==> src/rtl/spq_pkg.sv <==
package spq_pkg;

  localparam int unsigned CAPACITY = 16;
  localparam int unsigned ID_W     = 16;
  localparam int unsigned PRIO_W   = 8;

  typedef enum logic [1:0] {
    REQ_INSERT   = 2'd0,
    REQ_POP      = 2'd1,
    REQ_REMOVE   = 2'd2,
    REQ_RESERVED = 2'd3
  } req_type_t;

  typedef enum logic [2:0] {
    STAT_INSERTED  = 3'd0,
    STAT_DUPLICATE = 3'd1,
    STAT_POPPED    = 3'd2,
    STAT_EMPTY     = 3'd3,
    STAT_REMOVED   = 3'd4,
    STAT_NOT_FOUND = 3'd5,
    STAT_FULL      = 3'd6
  } status_t;

  typedef enum logic [1:0] {
    S_IDLE,
    S_CMP,
    S_UPD
  } state_t;

  typedef enum logic [2:0] {
    OP_NONE,
    OP_CMP,
    OP_INS,
    OP_DEL,
    OP_POP
  } cell_op_t;

  // Broadcast command from the controller to every cell.
  typedef struct packed {
    cell_op_t            op;
    logic [ID_W-1:0]     id;
    logic [PRIO_W-1:0]   prio;
  } cell_cmd_t;

  // What a cell shows its neighbors.
  typedef struct packed {
    logic                valid;
    logic [ID_W-1:0]     id;
    logic [PRIO_W-1:0]   prio;
    logic                ge;
    logic                past;
  } cell_link_t;

endpackage

==> src/rtl/spq_cell.sv <==
module spq_cell (
  input  logic               clk,
  input  logic               rst_n,
  input  spq_pkg::cell_cmd_t  cmd,
  input  spq_pkg::cell_link_t left_in,
  input  spq_pkg::cell_link_t right_in,
  output spq_pkg::cell_link_t self_out
);

  logic                          valid_r, valid_nxt;
  logic [spq_pkg::ID_W-1:0]      id_r, id_nxt;
  logic [spq_pkg::PRIO_W-1:0]    prio_r, prio_nxt;
  logic                          match_r, match_nxt;
  logic                          ge_r, ge_nxt;
  logic                          past;

  // Propagate "removal point at or before here" down the row
  assign past = left_in.past | match_r;

  assign self_out.valid = valid_r;
  assign self_out.id    = id_r;
  assign self_out.prio  = prio_r;
  assign self_out.ge    = ge_r;
  assign self_out.past  = past;

  // Compare, insert or shift
  always_comb begin
    valid_nxt = valid_r;
    id_nxt    = id_r;
    prio_nxt  = prio_r;
    match_nxt = match_r;
    ge_nxt    = ge_r;
    case (cmd.op)
      spq_pkg::OP_CMP: begin
        match_nxt = valid_r && (id_r == cmd.id);
        ge_nxt    = valid_r && (prio_r >= cmd.prio);
      end
      spq_pkg::OP_INS: begin
        if (!ge_r) begin
          if (left_in.ge) begin
            valid_nxt = 1'b1;
            id_nxt    = cmd.id;
            prio_nxt  = cmd.prio;
          end else begin
            valid_nxt = left_in.valid;
            id_nxt    = left_in.id;
            prio_nxt  = left_in.prio;
          end
        end
      end
      spq_pkg::OP_DEL: begin
        if (past) begin
          valid_nxt = right_in.valid;
          id_nxt    = right_in.id;
          prio_nxt  = right_in.prio;
        end
      end
      spq_pkg::OP_POP: begin
        valid_nxt = right_in.valid;
        id_nxt    = right_in.id;
        prio_nxt  = right_in.prio;
      end
      default: begin
      end
    endcase
  end

  always_ff @(posedge clk) begin
    if (!rst_n) begin
      valid_r <= 1'b0;
      match_r <= 1'b0;
      ge_r    <= 1'b0;
    end else begin
      valid_r <= valid_nxt;
      match_r <= match_nxt;
      ge_r    <= ge_nxt;
    end
    id_r   <= id_nxt;
    prio_r <= prio_nxt;
  end

endmodule

==> src/rtl/stable_priority_queue_with_delete.sv <==
// A request is registered when taken, compared across all cells in S_CMP, and its
// result registered when the row shift commits in S_UPD; a new request is taken
// as the shift commits, and a stalled result holds the shift.
// Reset (synchronous, rst_n low) empties the queue and drops any pending result.
// No clearing pass: the queue takes requests as soon as reset is released.
module stable_priority_queue_with_delete (
  input  logic                          clk,
  input  logic                          rst_n,
  input  logic                          in_valid,
  output logic                          in_ready,
  input  logic [1:0]                    in_req_type,
  input  logic [spq_pkg::ID_W-1:0]      in_entry_id,
  input  logic [spq_pkg::PRIO_W-1:0]    in_priority_req,
  output logic                          out_valid,
  input  logic                          out_ready,
  output logic [2:0]                    out_status,
  output logic [spq_pkg::ID_W-1:0]      out_id
);

  spq_pkg::state_t                 state_r, state_nxt;
  spq_pkg::req_type_t              req_type_r;
  logic [spq_pkg::ID_W-1:0]        req_id_r;
  logic [spq_pkg::PRIO_W-1:0]      req_prio_r;
  logic                            out_valid_r;
  spq_pkg::status_t                out_status_r, status_nxt;
  logic [spq_pkg::ID_W-1:0]        out_id_r, id_nxt;

  spq_pkg::cell_cmd_t              cmd;
  spq_pkg::cell_op_t               upd_op;
  spq_pkg::cell_link_t             cell_out [spq_pkg::CAPACITY];
  spq_pkg::cell_link_t             left_in  [spq_pkg::CAPACITY];
  spq_pkg::cell_link_t             right_in [spq_pkg::CAPACITY];
  spq_pkg::cell_link_t             edge_left, edge_right;

  logic commit;
  logic in_fire;
  logic any_match;
  logic empty;
  logic full;

  // Row boundaries: nothing ahead of the head, empty beyond the tail
  always_comb begin
    edge_left       = '0;
    edge_left.ge    = 1'b1;
    edge_right      = '0;
  end

  // Wire the row of cells
  for (genvar g = 0; g < spq_pkg::CAPACITY; g++) begin : g_cell
    if (g == 0) begin : g_head
      assign left_in[g] = edge_left;
    end else begin : g_mid
      assign left_in[g] = cell_out[g-1];
    end
    if (g == spq_pkg::CAPACITY - 1) begin : g_tail
      assign right_in[g] = edge_right;
    end else begin : g_body
      assign right_in[g] = cell_out[g+1];
    end
    spq_cell u_cell (
      .clk      (clk),
      .rst_n    (rst_n),
      .cmd      (cmd),
      .left_in  (left_in[g]),
      .right_in (right_in[g]),
      .self_out (cell_out[g])
    );
  end

  assign any_match = cell_out[spq_pkg::CAPACITY-1].past;
  assign empty     = !cell_out[0].valid;
  assign full      = cell_out[spq_pkg::CAPACITY-1].valid;

  assign commit   = (state_r == spq_pkg::S_UPD) && (!out_valid_r || out_ready);
  assign in_ready = (state_r == spq_pkg::S_IDLE) || commit;
  assign in_fire  = in_valid && in_ready;

  // Decide the outcome and the row operation
  always_comb begin
    upd_op     = spq_pkg::OP_NONE;
    status_nxt = spq_pkg::STAT_NOT_FOUND;
    id_nxt     = req_id_r;
    case (req_type_r)
      spq_pkg::REQ_INSERT: begin
        if (any_match) begin
          status_nxt = spq_pkg::STAT_DUPLICATE;
        end else if (full) begin
          status_nxt = spq_pkg::STAT_FULL;
        end else begin
          status_nxt = spq_pkg::STAT_INSERTED;
          upd_op     = spq_pkg::OP_INS;
        end
      end
      spq_pkg::REQ_POP: begin
        if (empty) begin
          status_nxt = spq_pkg::STAT_EMPTY;
        end else begin
          status_nxt = spq_pkg::STAT_POPPED;
          id_nxt     = cell_out[0].id;
          upd_op     = spq_pkg::OP_POP;
        end
      end
      spq_pkg::REQ_REMOVE: begin
        if (any_match) begin
          status_nxt = spq_pkg::STAT_REMOVED;
          upd_op     = spq_pkg::OP_DEL;
        end
      end
      default: begin
      end
    endcase
  end

  // Broadcast to the cells
  always_comb begin
    cmd.id   = req_id_r;
    cmd.prio = req_prio_r;
    if (state_r == spq_pkg::S_CMP) begin
      cmd.op = spq_pkg::OP_CMP;
    end else if (commit) begin
      cmd.op = upd_op;
    end else begin
      cmd.op = spq_pkg::OP_NONE;
    end
  end

  // Next state
  always_comb begin
    state_nxt = state_r;
    case (state_r)
      spq_pkg::S_IDLE: begin
        if (in_valid) state_nxt = spq_pkg::S_CMP;
      end
      spq_pkg::S_CMP: begin
        state_nxt = spq_pkg::S_UPD;
      end
      spq_pkg::S_UPD: begin
        if (commit) state_nxt = in_valid ? spq_pkg::S_CMP : spq_pkg::S_IDLE;
      end
      default: begin
        state_nxt = spq_pkg::S_IDLE;
      end
    endcase
  end

  always_ff @(posedge clk) begin
    if (!rst_n) begin
      state_r <= spq_pkg::S_IDLE;
    end else begin
      state_r <= state_nxt;
    end
  end

  // Capture the request
  always_ff @(posedge clk) begin
    if (in_fire) begin
      req_type_r <= spq_pkg::req_type_t'(in_req_type);
      req_id_r   <= in_entry_id;
      req_prio_r <= in_priority_req;
    end
  end

  // Hold the result until taken
  always_ff @(posedge clk) begin
    if (!rst_n) begin
      out_valid_r <= 1'b0;
    end else if (commit) begin
      out_valid_r <= 1'b1;
    end else if (out_ready) begin
      out_valid_r <= 1'b0;
    end
    if (commit) begin
      out_status_r <= status_nxt;
      out_id_r     <= id_nxt;
    end
  end

  assign out_valid  = out_valid_r;
  assign out_status = out_status_r;
  assign out_id     = out_id_r;

endmodule

==> config.mk <==
export PLATFORM = sky130hd
export DESIGN_NAME = stable_priority_queue_with_delete
export DESIGN_NICKNAME = d
export VERILOG_FILES = /design/src/rtl/spq_pkg.sv /design/src/rtl/spq_cell.sv /design/src/rtl/stable_priority_queue_with_delete.sv
export SDC_FILE = /design/constraint.sdc
export NUM_CORES = 1
export LEC_CHECK = 0
export BUFFER_PORTS_ARGS = -buffer_cell sky130_fd_sc_hd__buf_2
export CORE_UTILIZATION = 30
export CTS_CLUSTER_DIAMETER = 50
export DETAILED_ROUTE_END_ITERATION = 6
export PLACE_DENSITY = 0.46
export REMOVE_ABC_BUFFERS = 1
export SYNTH_ARGS = -nofsm -noshare
export SYNTH_HDL_FRONTEND = slang
export SYNTH_SLANG_ARGS = --single-unit
==> constraint.sdc <==
create_clock -name clk -period 3.8 [get_ports clk]
set_clock_uncertainty 0.1 [all_clocks]
set_input_delay 0.57 -clock clk [delete_from_list [all_inputs] [get_ports clk]]
set_output_delay 0.57 -clock clk [all_outputs]
set_load 0.005 [all_outputs]
After elaboration in Yosys (flattened, before gate mapping)
Cells that the tools add are included.
- magnitude comparators: 16
- eq/ne operators: 58
- mux-type cells: 209
- bitwise gates (word level): 15
- reductions and logical operators: 58
- operators with widths (cell ; count):
    16-bit 2-to-1 mux ; 49
    16-bit one-hot mux with 3 select lines ; 16
    8-bit one-hot mux with 3 select lines ; 16
    8-bit 2-to-1 mux ; 47
    16-bit == test ; 16
    8-bit >= comparator ; 16
    1-bit 2-to-1 mux ; 52
    1-bit one-hot mux with 3 select lines ; 16
    3-bit AND reduction ; 16
    2-bit != test, second input constant ; 19
    1-bit logical AND ; 34
    2-bit by 1-bit != test with 1-bit output, second input constant ; 15
    3-bit one-hot mux with 3 select lines ; 2
    3-bit 2-to-1 mux ; 5
    1-bit OR ; 15
    2-bit 2-to-1 mux ; 5
    3-bit by 2-bit == test with 1-bit output, second input constant ; 2
    2-bit one-hot mux with 3 select lines ; 1
    2-bit by 1-bit == test with 1-bit output, second input constant ; 2
    2-bit == test, second input constant ; 2
    2-bit logical NOT ; 2
    3-bit by 1-bit == test with 1-bit output, second input constant ; 1
    3-bit == test, second input constant ; 1
    3-bit nonzero test ; 1
    4 further kinds ; 5
- register bits after elaboration: 480
- input port bits: 30
- output and inout port bits: 21
- logic and storage cells: 443

Longest topological paths before layout
Gate-level depths: netlist (run 1).
- depth after elaboration: 22
- gate-level depth with buffers: 10
- gate-level depth less buffers: 8

Cells and area by module
From an unflattened synthesis (run 1), not the netlist that was laid out.
- cells, all modules: 2988
- area total of the unflattened synthesis: 30928.4 um2
- by module, submodules not included (module ; instances ; cells each ; area each (um2) ; sequential area each (um2)):
    spq_cell ; 16 ; 181 ; 1819.2 ; 780.7
    stable_priority_queue_with_delete ; 1 ; 92 ; 1820.5 ; 1411.4

Worst setup path before layout (run 1)
No wires, ideal clock.
- path type: reg-to-reg
- start point: register g_cell[14].u_cell.match_r
- end point: register g_cell[15].u_cell.id_r[0] in the netlist's numbering (enable)
- library setup time: 0.438 ns
- data arrival time: 3.261 ns
- required time: 3.262 ns
- slack: 0.001 ns
- stages on the path, launching flop included: 6
- buffers on the path: 2
- period minus slack after synthesis: 3.799 ns
- cell sequence: dfxtp_1 -> or4_1 -> clkbuf_1 -> or3_1 -> buf_2 -> o21ai_0
- cells in the longest elaborated chain, start to end: 9
- elaborated cells on any way between the ends: 14
- classes of those cells: eq/ne (5); mux (5); bitwise (2); reduce/logical (2)
- RTL lines (element ; line ; source):
    start: declaration ; spq_cell.sv:13 ; logic match_r, match_nxt;
    start signal: assignment ; spq_cell.sv:75 ; match_r <= match_nxt;
    1-bit OR (*) (2 in a row) ; spq_cell.sv:18 ; assign past = left_in.past | match_r;
    2-bit 2-to-1 mux (on tied branches) ; stable_priority_queue_with_delete.sv:104, stable_priority_queue_with_delete.sv:85 ;
    3-bit one-hot mux with 3 select lines ; stable_priority_queue_with_delete.sv:83 ; case (req_type_r)
    3-bit 2-to-1 mux ; stable_priority_queue_with_delete.sv:120 ; end else if (commit) begin
    3-bit 2-to-1 mux ; stable_priority_queue_with_delete.sv:118 ; if (state_r == spq_pkg::S_CMP) begin
    3-bit by 2-bit == test with 1-bit output or 3-bit == test (tied branches) ; spq_cell.sv:33 ; case (cmd.op)
    2-bit != test (no line) or 3-bit nonzero test (tied branches) ; -- ;
    3-bit AND reduction (no line) (*) ; -- ;
    end signal: assignment ; spq_cell.sv:78 ; id_r <= id_nxt;
    end: declaration ; spq_cell.sv:11 ; logic [spq_pkg::ID_W-1:0] id_r, id_nxt;
Every way passes the cells marked *; elsewhere a longest branch is shown, timed or not.
A chain may end at the register's enable or synchronous reset.

Worst setup path after layout (run 1)
- start point: register g_cell[8].u_cell.match_r
- end point: register g_cell[7].u_cell.prio_r[1] in the netlist's numbering (enable)
- cells in the longest elaborated chain, start to end: 15
- elaborated cells on any way between the ends: 20
- classes of those cells: eq/ne (5); mux (5); bitwise (8); reduce/logical (2)
- RTL lines (element ; line ; source):
    start: declaration ; spq_cell.sv:13 ;
    start signal: assignment ; spq_cell.sv:75 ;
    1-bit OR (*) (8 in a row) ; spq_cell.sv:18 ;
    2-bit 2-to-1 mux (on tied branches) ; stable_priority_queue_with_delete.sv:104, stable_priority_queue_with_delete.sv:85 ;
    3-bit one-hot mux with 3 select lines (*) ; stable_priority_queue_with_delete.sv:83 ;
    3-bit 2-to-1 mux (*) ; stable_priority_queue_with_delete.sv:120 ;
    3-bit 2-to-1 mux (*) ; stable_priority_queue_with_delete.sv:118 ;
    3-bit by 2-bit == test with 1-bit output or 3-bit == test (tied branches) ; spq_cell.sv:33 ;
    2-bit by 1-bit != test with 1-bit output (no line), or another cell as far along ; -- ;
    3-bit AND reduction (no line) (*) ; -- ;
    end signal: assignment ; spq_cell.sv:79 ; prio_r <= prio_nxt;
    end: declaration ; spq_cell.sv:12 ; logic [spq_pkg::PRIO_W-1:0] prio_r, prio_nxt;
Marks and branches as above.

==> key figures, run 1 <==
Status
  – Status: completed

Power and ir drop
  – Final Total Pwr: 0.0136 W
  – Worst VDD drop: 0.287 mV
  – Leakage: 10.6 nW
  – Pwr dens: 412 mW/mm2

Run
  – Max Cap Viol: 0

STA
  – Fin crit period: 3.12 ns
  – FMAX: 0.320 GHz
  – Max-slew violation count: 0
  – RSZ-0062 raised after global routing: no
  – Slew @ Worst Pin: 0.975 ns
  – Fin Hold WS: 0.0399 ns
  – Hold Fails Final Rpt: 0
  – Final period util: 82.1%
  – Final WS setup: 0.679 ns
  – Relative slew slack: 35.0%
  – Endpoints failing setup: 0

Die
  – Die area: 0.0973 mm2
  – Die X: 312 um
  – Initial Util: 30.3%
  – Io pins: 51
  – Chip height: 312 um
  – Cell Rows: 113
  – Core ar.: 0.0950 mm2

Global routing
  – Vias in the first global route: 21900
  – Largest net degree at the start of global routing: 189
  – Antenna violations before repair: 0
  – Global Route Usage Sum: 16.3%
  – First-pass GRT wire length: 126 mm
  – Total congestion overflow: 0

Critical path
  – Crit end category: register
  – FF-to-FF setup slack: 0.68 ns
  – Critical path launch point type: register
  – Reg2Reg Depth: 5
  – Critical Path Stages: 5
  – Worst path slowest cell: or3_1
  – CP Data Arrival Time: 3.26 ns
  – Critical-path cell list: nor3_1, nand4_1, or3_1, o21ai_0, and2_2
  – CP Data Required Time: 3.93 ns
  – CP bufs+invs: 0
  – CP Launch Point: g_cell[8].u_cell.match_r
  – Reg-to-reg startpoint: g_cell[8].u_cell.match_r
  – R2R Path End: g_cell[7].u_cell.prio_r[1]
  – CP top delay family: simple AND/OR/NAND/NOR gates
  – CP peak stage delay: 0.66 ns
  – CP Class: reg -> reg
  – CP max FO: 25
  – CP endpoint: g_cell[7].u_cell.prio_r[1]

Synth
  – Yosys top cell area share: 44.7%
  – Synthesized cell area: 0.0288 mm2
  – EDFF count, synth: 429
  – Synth Flop Type: edfxtp_1
  – Ys async rst share: 0%
  – Synth Instances: 2756
  – Synth area leaders: edfxtp_1 45%, mux2i_1 13%, o21ai_0 6.4%
  – Count leader, synth: nand2_1
  – Area leader, netlist: edfxtp_1
  – Synth cell types: 57
  – Syn avg cell area: 10.5 um2
  – Commonest cells in the netlist: 464 x nand2_1, 429 x edfxtp_1, 367 x mux2i_1, 367 x o21ai_0, 196 x xnor2_1
  – Sequential-to-total area share from yosys stat: 48.3%
  – Syn. warnings: 0
  – Synth Register Bits: 480

Layout
  – N_diodes: 0
  – Nets@finish: 2910
  – Non-Filler Instances: 4078
  – Area delta synth->final: 14.9%
  – Layout cells sized above 1: 9.85%
  – Core Util, Final: 34.8%

Place
  – GP Congestion: 0.828
  – Setup WS pre-CTS: 0.623 ns
  – PortBufs: 50
  – Dpl cells: 3932
  – DP Wirelength: 57.8 mm

Min path
  – Worst Hold Class: in -> reg

Detailed routing
  – ANT nets after route: 0
  – DR iter-0 viols: 1331
  – TritonRoute pass-1 iters: 5
  – Routed via count: 20600
  – DR WL/cell: 19.7 um
  – WL final: 80.2 mm
  – Via density per instance: 5.05
  – DRC: 0

Clocking
  – H-Tree Depth: 3
  – Clock sinks: 480
  – Clk buf depth: 3
  – Clock insertion delay at the later pin of the skew report: 0.62 ns
  – Clock root buffer: clkbuf_16
  – CTS buffer count: 76
  – TritonCTS clock tree: done
  – Reg clk slew, reported paths: 0.05 ns
-- layout by cell type, fill, tap and decap left out, drive strengths merged, types with 22 or more instances in the layout --
master / n
nand2: 464
edfxtp: 429
mux2i: 367
o21ai: 367
xnor2: 196
buf: 133
ha: 128
clkbuf: 87
xor2: 61
nand4: 54
a21oi: 54
nor2: 51
dfxtp: 51
inv: 48
a21o: 46
nor4: 33
clkinv: 30
o211ai: 24
nand3: 22
nor3: 22
-- worst min path at each step --
| stage | from | endpoint | slack [ns] | cells past startpoint |
|---|---|---|---|---|
| 6_report | in_priority_req[3] | req_prio_r[3] | 0.04 | 1 |
| 5_1_grt | in_entry_id[0] | req_id_r[0] | 0.02 | 1 |
| 4_1_cts | in_priority_req[0] | req_prio_r[0] | 0.0007 | 1 |
| 3_5_place_dp | g_cell[5].u_cell.match_r | g_cell[5].u_cell.match_r | 0.41 | 2 |
| 3_3_place_gp | g_cell[5].u_cell.match_r | g_cell[5].u_cell.match_r | 0.41 | 2 |
| 2_1_floorplan | g_cell[15].u_cell.ge_r | g_cell[15].u_cell.ge_r | 0.35 | 2 |
-- per-stage QoR --
step,area (um2),setup TNS [ns]
after CTS,33100,0
after global placement,30500,0
after global routing,33100,0
after detailed placement,30500,0
after floorplan,27900,-9331.38
final,33100,0
-- registers in the layout (all words and copies together) (netlist names), 8 cells and up --
name	flops
g_cell.u_cell.valid_r	16
g_cell.u_cell.prio_r	128
g_cell.u_cell.id_r	256
req_id_r	16
g_cell.u_cell.match_r	16
g_cell.u_cell.ge_r	16
out_id	16
req_prio_r	8
-- per-layer routing --
metal	GRT usage [%]	vias up	wire, um
met5	0	-	0
met1	21.9	10200	37400
li1	-	9944	-
met2	27.0	318	38100
met4	5.30	0	1950
met3	2.01	112	2680
-- cell type report --
cell class | instances | area [um2]
fill | 9604 | 61900
sequential | 480 | 13900
multi-input combinational | 2014 | 13800
clock buffer | 87 | 2010
tap | 1265 | 1580
timing repair buffer | 140 | 1070
clock inverter | 52 | 548
inverter | 40 | 150
-- cell families after synthesis --
logic type | after synthesis | synth area share, %
AOI/OAI and AO/OA | 545 | 10.6
xor gates and xnor gates | 257 | 7.81
adders and majority gates | 128 | 5.56
buffers and inverters | 262 | 3.76
DFF | 480 | 48.3
muxes | 372 | 12.9
and+or+nand+nor | 712 | 11.0
-- power breakdown --
part | leakage, nW | internal (W) | switching (W)
Clock | 1.24 | 0.00443 | 0.00267
Combinational | 5.05 | 0.000277 | 0.000423
Sequential | 4.30 | 0.00577 | 0.0000867
Total | 10.6 | 0.0105 | 0.00318
-- repair_timing --
action	CTS	global route
setup buffers	0	0
gates resized for setup	0	0
hold buffers	7	0
hold endpoints to repair	7	0
(Power assumes the default switching activity.)
==> inputs of run 2 (changes only) <==
--- a/config.mk
+++ b/config.mk
@@ -9,7 +9,7 @@
 export CORE_UTILIZATION = 30
 export CTS_CLUSTER_DIAMETER = 50
 export DETAILED_ROUTE_END_ITERATION = 6
-export PLACE_DENSITY = 0.46
+export PLACE_DENSITY = 0.44
 export REMOVE_ABC_BUFFERS = 1
 export SYNTH_ARGS = -nofsm -noshare
 export SYNTH_HDL_FRONTEND = slang
==> constraint.sdc (replaced) <==
create_clock -name clk -period 2.9 [get_ports clk]
set_clock_uncertainty 0.1 [all_clocks]
set_input_delay 0.435 -clock clk [delete_from_list [all_inputs] [get_ports clk]]
set_output_delay 0.435 -clock clk [all_outputs]
set_load 0.005 [all_outputs]
==> run 2 against run 1 <==
Effect of this change:
- via count increased by 1.2%
- global-route usage rose by 0.89 points
- worst hold slack improved by 0.24 ns
- wire length grew 4.5%
- largest cell class unchanged
- combinational power increased by 46%
- critical path depth increased by 2
- total power grew 31%
- critical path type unchanged
- fmax is 13% higher
- final area rose by 3.1%
- non-clock buffer count grew 83
==> key figures, run 2 (same netlist as run 1, synthesis figures left out) <==
Clocking
  – TritonCTS clock tree: done
  – Clock root buffer: clkbuf_16
  – Post_cts resized: 0 (unchanged)
  – H-Tree Depth: 3 (unchanged)
  – Reg clk slew, reported paths: 0.05 ns (about the same)
  – Clk buf depth: 3 (unchanged)
  – Post-CTS Setup Inserts: 0 (unchanged)
  – Clock insertion delay at the later pin of the skew report: 0.62 ns (about the same)
  – CTS buffer count: 76 (unchanged)
  – Clock sinks: 480 (unchanged)

Power and ir drop
  – Clk pwr share: 51.6% (-0.4 points)
  – Final Total Pwr: 0.0179 W (+31%)
  – Worst VDD drop: 0.434 mV (+51%)
  – Int Power: 0.0137 W (+31%)
  – Sequential share of power: 42.7% (-0.2 points)
  – Sw frac: 23.4% (+0.17 points)
  – Leakage: 11.1 nW (+4.5%)
  – Combinational share of power: 5.7% (+0.6 points)
  – Pwr dens: 525 mW/mm2 (+27%)
  – Psw: 0.00420 W (+32%)

Die
  – Chip height: 312 um (unchanged)
  – Die area: 0.0973 mm2 (unchanged)
  – Core ar.: 0.0950 mm2 (unchanged)
  – Initial Util: 30.3% (unchanged)
  – Die X: 312 um (unchanged)
  – Cell Rows: 113 (unchanged)
  – Io pins: 51 (unchanged)

Detailed routing
  – TritonRoute pass-1 iters: 5 (unchanged)
  – DRC: 0 (unchanged)
  – WL final: 83.7 mm (+4.5%)
  – DR iter-0 viols: 1109 (-17%)
  – Via density per instance: 5.01 (-0.85%)
  – Routed via count: 20800 (+1.2%)
  – DR WL/cell: 20.1 um (+2.4%)
  – ANT nets after route: 0 (unchanged)

Critical path
  – CP Class: reg -> reg
  – CP max FO: 13 (-48%)
  – CP Data Arrival Time: 3.23 ns (-0.03 ns)
  – Critical path launch point type: register
  – CP Data Required Time: 3.36 ns (-0.57 ns)
  – CP Launch Point: req_id_r[9]
  – Crit end category: register
  – Reg-to-reg startpoint: req_id_r[9]

Layout
  – Commonest non-fill, non-tap cell in the layout: nand2_1
  – Non-Filler Instances: 4161 (+2.0%)
  – Flip-flop and latch area: 0.0139 mm2 (unchanged)
  – # fillers: 9535 (-0.72%)
  – Max reg flops: 256 (unchanged)
  – Top Registers: g_cell.u_cell.id_r x256, g_cell.u_cell.prio_r x128
  – N_diodes: 0 (unchanged)
  – Nets@finish: 2993 (+2.9%)
  – Layout cells sized above 1: 11.7% (+1.8 points)
  – Most frequent cells in the layout: 464 x nand2_1, 429 x edfxtp_1, 367 x mux2i_1
  – Area occupied by multi-input gates: 0.0138 mm2 (about the same)
  – Biggest register: g_cell.u_cell.id_r
  – Area delta synth->final: 18.5%

Place
  – GP Congestion: 0.879 (+6.1%)
  – Dpl cells: 3995 (+1.6%)
  – DP Wirelength: 61.8 mm (+6.9%)
  – PortBufs: 50 (unchanged)

Global routing
  – Global Route Usage Sum: 17.2% (+0.89 points)
  – Antenna violations before repair: 2 (+2)
  – Vias in the first global route: 22500 (+2.8%)
  – Largest net degree at the start of global routing: 110 (-42%)
  – Total congestion overflow: 0 (unchanged)
  – First-pass GRT wire length: 132 mm (+4.4%)

STA
  – Relative slew slack: 42.3% (+7.3 points)
  – TNS Setup: 0 ns (unchanged)
  – Hold Fails Final Rpt: 0 (unchanged)
  – FMAX: 0.361 GHz (+13%)
  – Endpoints failing setup: 0 (unchanged)
  – Max-slew violation count: 0 (unchanged)
  – Final period util: 95.5% (+13 points)
  – Fin crit period: 2.77 ns (-0.352 ns)
  – Slew @ Worst Pin: 0.864 ns (-0.110 ns)
  – RSZ-0062 raised after global routing: yes

Min path
  – Worst Hold Class: in -> reg
  – Hold Crit Start: out_ready

Status
  – Status: completed

Run
  – Max Cap Viol: 0 (unchanged)
==> run 2: changes by cell type in the layout (fill, tap and decap cells not counted), moves of 4 or more <==
cell | previous run | this run
buf_4 | 73 | 108
buf_12 | 10 | 38
dlygate4sd3_1 | 7 | 27
clkbuf_8 | 0 | 4
==> run 2: final timing paths <==
check	endpoint	slack (ns)	cells after the start
setup / recovery	g_cell[15].u_cell.match_r	0.13	7
hold / removal	out_valid	0.28	3
hold reg to reg	g_cell[13].u_cell.match_r	0.42	2
setup reg to reg	g_cell[15].u_cell.match_r	0.13	7
==> run 2: power groups by stage <==
stage	registers [W]	logic, W	clock network [W]
5_1_grt	0.00766	0.00112	0.00976
2_1_floorplan	0.00786	0.000479	0
6_report	0.00765	0.00102	0.00926
4_1_cts	0.00765	0.00103	0.00953
3_5_place_dp	0.00779	0.000999	0
3_3_place_gp	0.00779	0.000981	0
==> run 2: routing by layer <==
| metal | vias up | share of wire, % | GRT usage [%] | routed length [um] |
|---|---|---|---|---|
| met1 | 10400 | 47 | 22.9 | 39200 |
| met4 | 0 | 2.0 | 5.11 | 1660 |
| met3 | 97 | 3.4 | 2.31 | 2820 |
| met5 | - | 0 | 0 | 0 |
| li1 | 10100 | - | - | - |
| met2 | 291 | 48 | 28.8 | 40100 |
==> run 2: cell type report <==
class,instances,area share (%)
Clock inverter,43,1.28
Multi-Input combinational cell,2014,40.6
Tap cell,1265,4.64
Timing Repair Buffer,223,6.13
Inverter,40,0.440
Clock buffer,96,6.22
Sequential cell,480,40.7
==> run 2: per-stage QoR <==
| stage | setup WS, ns | cell area [um2] | hold slack, ns | utilization [%] |
|---|---|---|---|---|
| detailed placement | 0.216 | 31300 | 0.410 | 32.9 |
| floorplan | -23.36 | 27900 | 0.354 | - |
| global route | -0.0163 | 34100 | 0.283 | 35.9 |
| finish | 0.132 | 34100 | 0.282 | 35.9 |
| CTS | 0.188 | 34100 | 0.216 | 35.9 |
| global placement | 0.191 | 31300 | 0.394 | 32.9 |
==> run 2: what timing repair did <==
item	in CTS	in global routing
endpoints found under the setup margin	0	2
hold buffers	27	0
hold endpoints to repair	27	0
==> run 2: worst max-delay path, cell delays in order (launching register included) <==
cell	delay [ns]
edfxtp_1	0.84
xor2_1	0.18
nor4_1	0.50
nand4_1	0.23
nor4_1	0.48
buf_4	0.23
a21oi_1	0.05
nor2b_1	0.10
